### src/rtl/ptb_pkg.sv
// Package for the periodic timer bank: default sizes, input kinds, FSM states
// and the result record passed between the sequencer and the output register.
// No dependencies.
package ptb_pkg;

  localparam int DEF_NUM_SLOTS  = 16;
  localparam int DEF_TICK_WIDTH = 16;

  // At most this many results are reported for one tick.
  localparam int MAX_RESULTS = 16;
  localparam int EMIT_CNT_W  = $clog2(MAX_RESULTS + 1);

  localparam logic KIND_TICK    = 1'b0;
  localparam logic KIND_PROGRAM = 1'b1;

  typedef enum logic [1:0] {
    ST_IDLE,
    ST_READ,
    ST_UPDATE,
    ST_FLUSH
  } ptb_state_t;

  typedef struct packed {
    logic [3:0] fired_slot;
    logic       expired;
    logic       last;
  } ptb_result_t;

endpackage

### src/rtl/ptb_slot_ram.sv
// Slot table memory: one write port, one read port, registered read data.
// Depends on nothing but its parameters.
module ptb_slot_ram #(
  parameter int DEPTH  = 16,
  parameter int ADDR_W = 4,
  parameter int DATA_W = 48
) (
  input  logic              clk,
  input  logic              we,
  input  logic [ADDR_W-1:0] waddr,
  input  logic [DATA_W-1:0] wdata,
  input  logic              re,
  input  logic [ADDR_W-1:0] raddr,
  output logic [DATA_W-1:0] rdata
);

  logic [DATA_W-1:0] mem [DEPTH];
  logic [DATA_W-1:0] rdata_r;

  always_ff @(posedge clk) begin
    if (we) begin
      mem[waddr] <= wdata;
    end
  end

  always_ff @(posedge clk) begin
    if (re) begin
      rdata_r <= mem[raddr];
    end
  end

  assign rdata = rdata_r;

endmodule

### src/rtl/ptb_out_reg.sv
// Output register for the result channel; accepts a new result whenever it is
// empty or its current result is being taken. Depends on ptb_pkg.
module ptb_out_reg (
  input  logic                clk,
  input  logic                rst_n,
  input  logic                push,
  input  ptb_pkg::ptb_result_t push_data,
  output logic                ready,
  output logic                out_valid,
  input  logic                out_stall,
  output logic [3:0]          out_fired_slot,
  output logic                out_expired,
  output logic                out_last
);
  import ptb_pkg::*;

  logic        valid_r;
  ptb_result_t data_r;

  assign ready = !valid_r || !out_stall;

  always_ff @(posedge clk) begin
    if (!rst_n) begin
      valid_r <= 1'b0;
    end else if (push) begin
      valid_r <= 1'b1;
    end else if (!out_stall) begin
      valid_r <= 1'b0;
    end
  end

  always_ff @(posedge clk) begin
    if (push) begin
      data_r <= push_data;
    end
  end

  assign out_valid      = valid_r;
  assign out_fired_slot = data_r.fired_slot;
  assign out_expired    = data_r.expired;
  assign out_last       = data_r.last;

endmodule

### src/rtl/periodic_timer_bank.sv
// Periodic timer bank top level: sweep sequencer over the slot table memory.
// Depends on ptb_pkg, ptb_slot_ram and ptb_out_reg.
//
//  channel  direction  handshake          payload
//  in_      input      in_valid/in_stall  kind, slot, initial_delay,
//                                         reload_period, repeat_count
//  out_     output     out_valid/out_stall fired_slot, expired, last
//
// A program transaction writes the slot entry directly (a zero repeat count
// only clears its active flag). A tick sweeps all slots: ST_READ skips an
// inactive slot or reads an active one, ST_UPDATE updates and writes it back,
// ST_FLUSH closes the sweep. The active flags live in flip-flops cleared by
// reset; no memory clearing is needed. Each firing holds one result back so
// the final one can be flagged; a stalled output register stalls the sweep.
module periodic_timer_bank #(
  parameter int NUM_SLOTS  = ptb_pkg::DEF_NUM_SLOTS,
  parameter int TICK_WIDTH = ptb_pkg::DEF_TICK_WIDTH
) (
  input  logic        clk,
  input  logic        rst_n,
  input  logic        in_valid,
  output logic        in_stall,
  input  logic        in_kind,
  input  logic [3:0]  in_slot,
  input  logic [15:0] in_initial_delay,
  input  logic [15:0] in_reload_period,
  input  logic [15:0] in_repeat_count,
  output logic        out_valid,
  input  logic        out_stall,
  output logic [3:0]  out_fired_slot,
  output logic        out_expired,
  output logic        out_last
);
  import ptb_pkg::*;

  localparam int IDX_W  = (NUM_SLOTS > 1) ? $clog2(NUM_SLOTS) : 1;
  localparam int DATA_W = 2 * TICK_WIDTH + 16;
  localparam logic [IDX_W-1:0] LAST_IDX = IDX_W'(NUM_SLOTS - 1);

  ptb_state_t             state_r, state_nxt;
  logic [IDX_W-1:0]       idx_r, idx_nxt;
  logic [NUM_SLOTS-1:0]   active_r, active_nxt;
  ptb_result_t            pend_r, pend_nxt;
  logic                   pend_v_r, pend_v_nxt;
  logic [EMIT_CNT_W-1:0]  emit_cnt_r, emit_cnt_nxt;

  logic                   ram_we, ram_re;
  logic [IDX_W-1:0]       ram_waddr;
  logic [DATA_W-1:0]      ram_wdata, ram_rdata;

  logic                   push, buf_ready;
  ptb_result_t            push_data;

  // Input fields narrowed or widened to the tick width.
  logic [TICK_WIDTH+15:0] delay_ext, period_ext;
  logic [TICK_WIDTH-1:0]  in_delay, in_period;
  logic [IDX_W+3:0]       slot_ext;
  logic [IDX_W-1:0]       in_addr;
  logic                   slot_ok;
  logic [IDX_W+3:0]       idx_ext;

  assign delay_ext  = {{TICK_WIDTH{1'b0}}, in_initial_delay};
  assign period_ext = {{TICK_WIDTH{1'b0}}, in_reload_period};
  assign in_delay   = delay_ext[TICK_WIDTH-1:0];
  assign in_period  = period_ext[TICK_WIDTH-1:0];
  assign slot_ext   = {{IDX_W{1'b0}}, in_slot};
  assign in_addr    = slot_ext[IDX_W-1:0];
  assign slot_ok    = (32'(in_slot) < 32'(NUM_SLOTS));
  assign idx_ext    = {4'b0000, idx_r};

  // Entry read back from memory: {period, count, ticks left}.
  logic [TICK_WIDTH-1:0]  rd_period, rd_ticks, ticks_dec, ticks_new;
  logic [15:0]            rd_count, count_new;
  logic                   fire, positive, done, emit, blocked;

  assign rd_period = ram_rdata[DATA_W-1 -: TICK_WIDTH];
  assign rd_count  = ram_rdata[TICK_WIDTH +: 16];
  assign rd_ticks  = ram_rdata[TICK_WIDTH-1:0];

  always_comb begin
    ticks_dec = (rd_ticks != '0) ? rd_ticks - 1'b1 : rd_ticks;
    fire      = (ticks_dec == '0);
    positive  = (rd_count != 16'd0) && !rd_count[15];
    count_new = (fire && positive) ? rd_count - 16'd1 : rd_count;
    done      = fire && positive && (count_new == 16'd0);
    ticks_new = (fire && !done) ? rd_period : ticks_dec;
    emit      = fire && (emit_cnt_r < EMIT_CNT_W'(MAX_RESULTS));
    // A new firing needs the held result to move out first.
    blocked   = emit && pend_v_r && !buf_ready;
  end

  assign in_stall = (state_r != ST_IDLE);

  always_comb begin
    state_nxt    = state_r;
    idx_nxt      = idx_r;
    active_nxt   = active_r;
    pend_nxt     = pend_r;
    pend_v_nxt   = pend_v_r;
    emit_cnt_nxt = emit_cnt_r;
    ram_we       = 1'b0;
    ram_re       = 1'b0;
    ram_waddr    = idx_r;
    ram_wdata    = {rd_period, count_new, ticks_new};
    push         = 1'b0;
    push_data    = pend_r;
    unique case (state_r)
      ST_IDLE: begin
        if (in_valid) begin
          if (in_kind == KIND_TICK) begin
            idx_nxt      = '0;
            emit_cnt_nxt = '0;
            state_nxt    = ST_READ;
          end else if (slot_ok) begin
            ram_waddr = in_addr;
            ram_wdata = {in_period, in_repeat_count, in_delay};
            if (in_repeat_count == 16'd0) begin
              active_nxt[in_addr] = 1'b0;
            end else begin
              active_nxt[in_addr] = 1'b1;
              ram_we              = 1'b1;
            end
          end
        end
      end
      ST_READ: begin
        if (active_r[idx_r]) begin
          ram_re    = 1'b1;
          state_nxt = ST_UPDATE;
        end else if (idx_r == LAST_IDX) begin
          state_nxt = ST_FLUSH;
        end else begin
          idx_nxt = idx_r + 1'b1;
        end
      end
      ST_UPDATE: begin
        if (!blocked) begin
          ram_we = 1'b1;
          if (done) begin
            active_nxt[idx_r] = 1'b0;
          end
          if (emit) begin
            push         = pend_v_r;
            pend_nxt     = '{fired_slot: idx_ext[3:0], expired: done, last: 1'b0};
            pend_v_nxt   = 1'b1;
            emit_cnt_nxt = emit_cnt_r + 1'b1;
          end
          if (idx_r == LAST_IDX) begin
            state_nxt = ST_FLUSH;
          end else begin
            idx_nxt   = idx_r + 1'b1;
            state_nxt = ST_READ;
          end
        end
      end
      ST_FLUSH: begin
        if (!pend_v_r) begin
          state_nxt = ST_IDLE;
        end else if (buf_ready) begin
          push       = 1'b1;
          push_data  = '{fired_slot: pend_r.fired_slot, expired: pend_r.expired,
                         last: 1'b1};
          pend_v_nxt = 1'b0;
          state_nxt  = ST_IDLE;
        end
      end
      default: state_nxt = ST_IDLE;
    endcase
  end

  always_ff @(posedge clk) begin
    if (!rst_n) begin
      state_r    <= ST_IDLE;
      active_r   <= '0;
      pend_v_r   <= 1'b0;
      idx_r      <= '0;
      emit_cnt_r <= '0;
    end else begin
      state_r    <= state_nxt;
      active_r   <= active_nxt;
      pend_v_r   <= pend_v_nxt;
      idx_r      <= idx_nxt;
      emit_cnt_r <= emit_cnt_nxt;
    end
  end

  always_ff @(posedge clk) begin
    pend_r <= pend_nxt;
  end

  ptb_slot_ram #(
    .DEPTH  (NUM_SLOTS),
    .ADDR_W (IDX_W),
    .DATA_W (DATA_W)
  ) u_slot_ram (
    .clk   (clk),
    .we    (ram_we),
    .waddr (ram_waddr),
    .wdata (ram_wdata),
    .re    (ram_re),
    .raddr (idx_r),
    .rdata (ram_rdata)
  );

  ptb_out_reg u_out_reg (
    .clk            (clk),
    .rst_n          (rst_n),
    .push           (push),
    .push_data      (push_data),
    .ready          (buf_ready),
    .out_valid      (out_valid),
    .out_stall      (out_stall),
    .out_fired_slot (out_fired_slot),
    .out_expired    (out_expired),
    .out_last       (out_last)
  );

endmodule
### config.mk
export PLATFORM = sky130hd
export DESIGN_NAME = periodic_timer_bank
export DESIGN_NICKNAME = d
export VERILOG_FILES = /design/src/rtl/ptb_pkg.sv /design/src/rtl/ptb_slot_ram.sv /design/src/rtl/ptb_out_reg.sv /design/src/rtl/periodic_timer_bank.sv
export SDC_FILE = /design/constraint.sdc
export NUM_CORES = 1
export LEC_CHECK = 0
export ABC_CLOCK_PERIOD_IN_PS = 8800
export BUFFER_PORTS_ARGS = -buffer_cell sky130_fd_sc_hd__buf_2
export CAP_MARGIN = 40
export CORE_MARGIN = 8
export CORE_UTILIZATION = 55
export DETAILED_ROUTE_END_ITERATION = 10
export GPL_TIMING_DRIVEN = 0
export HOLD_SLACK_MARGIN = 0.12
export PLACE_DENSITY_LB_ADDON = 0.05
export SLEW_MARGIN = 20
export SYNTH_ARGS = -nofsm -noshare
export SYNTH_HDL_FRONTEND = slang
export SYNTH_HIERARCHICAL = 1
export SYNTH_SLANG_ARGS = --single-unit
### constraint.sdc
create_clock -name clk -period 8.8 [get_ports clk]
set_clock_uncertainty 0.2 [all_clocks]
set_input_delay 2.64 -clock clk [delete_from_list [all_inputs] [get_ports clk]]
set_output_delay 2.64 -clock clk [all_outputs]
set_load 0.05 [all_outputs]
After elaboration in Yosys (flattened, before gate mapping)
Memories as Yosys holds them, arrays and structs flattened. A register that Yosys moved wholly into a read port is not among the register bits. Cells that the tools add are included.

Add/sub/neg operators: 4. Magnitude comparators: 5. Eq/ne operators: 14. Muxes and demuxes: 63. Bitwise gates (word level): 6. Reductions and logical operators: 32.

Operators with widths (count): $mux 48 (3); $mux 16 (8); $logic_not 16->1 (3); $and 16x16->16 (2); $mux 4 (8); $not 16->16 (2); $pmux 16 s2 (1); $reduce_bool 16->1 (2); $sub 16x1->16 const B (2); $mux 1 (22); $mux 5 (4); $reduce_and 5->1 (4); $mux 2 (8); $or 16x16->16 (1); $ne 2x2->1 const B (7); $pmux 4 s3 (1); $lt 4x5->1 const B (2); $pmux 5 s2 (1); $logic_and 1x1->1 (9); $demux 1 s4 (2); $ge 4x1->1 const B (2); $pmux 2 s4 (1); $ne 3x3->1 const B (2); $pmux 1 s2 (3); 16 further kinds (24).

Bits in registers: 40. Memory bits (writable): 768. Input port bits: 57. Output and inout port bits: 8. Logic and storage cells: 136. Memories kept: 1.

Memories: u_slot_ram.mem (depth 16, width 48, read ports 1, clocked after memory_dff 1, write ports 1, line ptb_slot_ram.sv:17) `logic [DATA_W-1:0] mem [DEPTH];`.

Longest topological paths before layout
Word-level depth: 13. Mapped depth: 15. Depth with buffers taken out: 12.

By module
Netlist, hierarchy kept.

Modules (own cells, without submodules): ptb_slot_ram (instances 1, cells an instance 1242, area each 30171.4 sq um); periodic_timer_bank (instances 1, cells an instance 593, area each 4100.2 sq um); ptb_out_reg (instances 1, cells an instance 10, area each 215.2 sq um).

Least setup slack after synthesis
No wires, ideal clock.

Path type: input to register. From: input port in_kind. To: memory u_slot_ram.mem[0][0] (enable). Arrival time: 7.136 ns. Required time: 8.087 ns. Path slack: 0.951 ns. Stages: 7. Path buffers: 2. Cell sequence: and3_1 -> clkbuf_1 -> clkbuf_1 -> nand2_1 -> nand2_1 -> or3b_2 -> nor3_1.

Elaborated cells between the ends (all ways): 8. Classes of those cells: mux: 8.

RTL lines: from (decl) (line periodic_timer_bank.sv:23) `input logic in_kind,`; $mux 4 (line periodic_timer_bank.sv:110) `if (in_kind == KIND_TICK) begin`; $mux 4 (line periodic_timer_bank.sv:109) `if (in_valid) begin`; $mux 4 (line periodic_timer_bank.sv:107) `unique case (state_r)`; net ram_waddr[2] (line periodic_timer_bank.sv:48) `logic [IDX_W-1:0] ram_waddr;`; to (decl) (line ptb_slot_ram.sv:17).

The timed path passes the listed nets, and every way through them passes these cells.

Final worst setup path
From: input port in_kind. To: memory u_slot_ram.mem[12][27] (enable).

The elaborated chain is that of the path after synthesis.

==> flow_summary.toml <==
[power]
peakVddDrop_v = 0.000192
powerDensity_nw_per_um2 = 244
leakagePower_nw = 12.7

[final_layout]
antenna_cells = 0
fin_util_pct = 64.3
multi_input_area_sq_um = 8650
num-nets-final = 2181
nFillCells = 4322
drive_above_1_share_pct = 26.3
area_delta_synth_final_pct = 16.6
seqCellArea_sq_um = 25400

[routing]
initialDrtViolationCount = 2057
route.detailed.drc = 0
routed_via_density = 6.36
ant_nets = 0
dr.pass1.iters = 5
wl_um = 90400
vias = 19200
wire_per_inst_um = 29.9

[worst_setup_path]
cpMostUsedCell = "buf_6"
crit_type = "primary input to flip-flop"
crit_path_end_kind = "flip-flop"
cp.arrival_ns = 6.70
crit_fanout = 10
crit_slowest_cell = "clkbuf_1"
crit_family = "buffers and inverters"
critPathLaunchType = "primary input"
critical_path_required_ns = 8.93
slowest_delay_ns = 0.72
path_cells = "buf_2 > and3_1 > clkbuf_1 > clkbuf_1 > nand2_1 > nand2_1 > nand3_1 > nor3_2 > buf_4 > buf_6 > buf_6 > buf_4 > buf_6"
path_buf_inv = 8

[synth]
ys.flop_type = "edfxtp_1"
synth.net_count = 1914
synthesis.area_sq_um = 34500
synth-seq-cells = 856
synth_edf_count = 827
ys_seq_area_share_pct = 73.7
ys_types = 71
async_flop_share_pct = 0
syn_inst = 1845
synth_warnings = 6
avgSynthCellArea_sq_um = 18.7

[clock_tree]
cts-root-buf = "clkbuf_16"
postCtsResizedCells = 0
cts_setup_buffers = 0
holdBufCountCts = 0
clk_pin_slew_ns = 0.06
cts_sinks = 856
cts_made_buffers = 88
clkLatencyLatePin_ns = 0.62
cts_tree = "done"
cts_buffer_depth = 3
htree_levels = 3

[sta]
slew_headroom_pct = 37.0
holdWs_ns = 0.216
rsz0062_at_grt = "no"
max_freq_mhz = 152
min_period_ns = 6.57
setup-tns-final_ns = 0
worst_pin_slew_ns = 0.945
hold_viol = 0
post-route-period-util_pct = 74.7
finalSetupViolCount = 0
worst_slack_ns = 2.23
slew_violations = 0

[floorplanning]
die_w_um = 266
ios = 65
initial_utilization_pct = 55.2
coreArea_sq_um = 62500
design.die.area_sq_um = 71000
die_h_um = 266
num_rows = 92

[global_routing]
grt_pass1_vias = 19600
grt_pass1_wl_um = 132000
grt.total_usage_pct = 25.6
grt_max_degree = 26
antenna_found_initial = 0
grt_overflow = 0

[place]
place.gp.congestion = 0.892
pre_cts_slack_ns = 1.66
port_buffers = 64
dp_hpwl_um = 60200

[run]
drv_cap = 0

[worst_hold_path]
min_path_type = "flip-flop to flip-flop"

[run_status]
outcome = "complete, no violations"
-- cells by family (layout without fill, tap and decap cells) --
logic type	after synthesis	in the layout	synth area share (%)
compound gates	250	250	5.07
xor+xnor	27	27	0.686
simple gates	382	382	5.51
buf+inv	116	448	1.59
mux	202	202	13.0
fa+ha+maj	12	12	0.435
flops	856	856	73.7
-- layer usage --
layer	wire [um]	up-vias	track usage [%]
met4	3130	0	8.83
met2	44200	807	41.9
li1	-	8107	-
met1	36900	10100	35.4
met5	0	-	0
met3	6120	195	3.78
-- synthesized netlist by cell type (12+ instances only) --
cell type    n  share of area [%]
nor3_1      23               0.33
nand2_1    174                1.9
mux4_2     197                 13
xnor2_1     16               0.41
buf_4       18               0.39
ha_1        12               0.44
nor2_1      69               0.75
nand2b_1    13               0.24
or3_1       12               0.22
clkbuf_1    52               0.57
nor4_1      12               0.22
edfxtp_1   827                 72
a21oi_1     46               0.67
a22oi_1     97                2.1
buf_1       17               0.19
nand3_1     12               0.17
a31oi_1     13               0.24
dfxtp_1     29                1.7
o21ai_0     33               0.48
inv_1       16               0.17
-- placed cells by master, fill, tap and decap left out, drive strengths merged, types with 3 or more instances in the layout --
cell type and n:
bufinv 8, dfxtp 29, nand3 13, edfxtp 827
and2 5, or4b 4, clkinv 39, nor2 69
o21ai 35, o31a 3, mux2i 4, a31oi 13
and4 6, o22ai 16, or4 4, nand2 174
a21oi 46, a22oi 97, clkinvlp 4, a211oi 6
and3 5, ha 12, clkbuf 163, nor3b 4
nor4b 3, nand4 6, or3 12, nor4 17
o31ai 7, xnor2 16, inv 19, mux4 197
nand3b 3, xor2 11, a32oi 11, nor3 26
buf 214, nand2b 14, nor2b 11
-- power by group --
group          switching [W]  total (W)  internal (W)
Combinational       0.000828    0.00144      0.000613
Sequential         0.0000333    0.00476       0.00473
Clock                0.00151    0.00359       0.00208
-- flip-flops by register name (all words and copies together), names as in the netlist, named ones only --
register                  flops
emit_cnt_r                    5
idx_r                         4
pend_r                        5
pend_v_r                      1
state_r                       2
u_out_reg/out_expired         1
u_out_reg/out_fired_slot      4
u_out_reg/out_last            1
u_out_reg/out_valid           1
u_slot_ram/mem              768
u_slot_ram/rdata             48
-- per-stage QoR --
stage / instances / area [sq um] / power, W
final: 3023 / 40200 / 0.00980
after global routing: 3023 / 40200 / 0.0101
after CTS: 3004 / 40000 / 0.00985
after detailed placement: 2849 / 37300 / 0.00628
after global placement: 2755 / 35900 / 0.00620
after floorplan: 1845 / 34500 / 0.00581
-- worst paths after layout --
kind | endpoint | slack, ns | start | cells after the start
hold / removal | u_out_reg/out_fired_slot[3]$_DFFE_PP_ | 0.22 | pend_r[5]$_DFFE_PP_ | 0
setup / recovery | u_slot_ram/mem[12][27]$_DFFE_PP_ | 2.23 | in_kind | 13
hold reg to reg | u_out_reg/out_fired_slot[3]$_DFFE_PP_ | 0.22 | pend_r[5]$_DFFE_PP_ | 0
setup reg to reg | u_slot_ram/mem[0][41]$_DFFE_PP_ | 3.07 | u_slot_ram/rdata[0]$_DFFE_PP_ | 17
-- cell type report --
type / instances / share of cell area, %
Tap cell: 846 / 2.63
Buffer: 99 / 1.21
Clock inverter: 53 / 1.19
Timing Repair Buffer: 177 / 4.43
Clock buffer: 102 / 5.66
Multi-Input combinational cell: 873 / 21.5
Sequential cell: 856 / 63.2
Inverter: 17 / 0.159
Note: power is estimated with default switching activity, not from simulation.
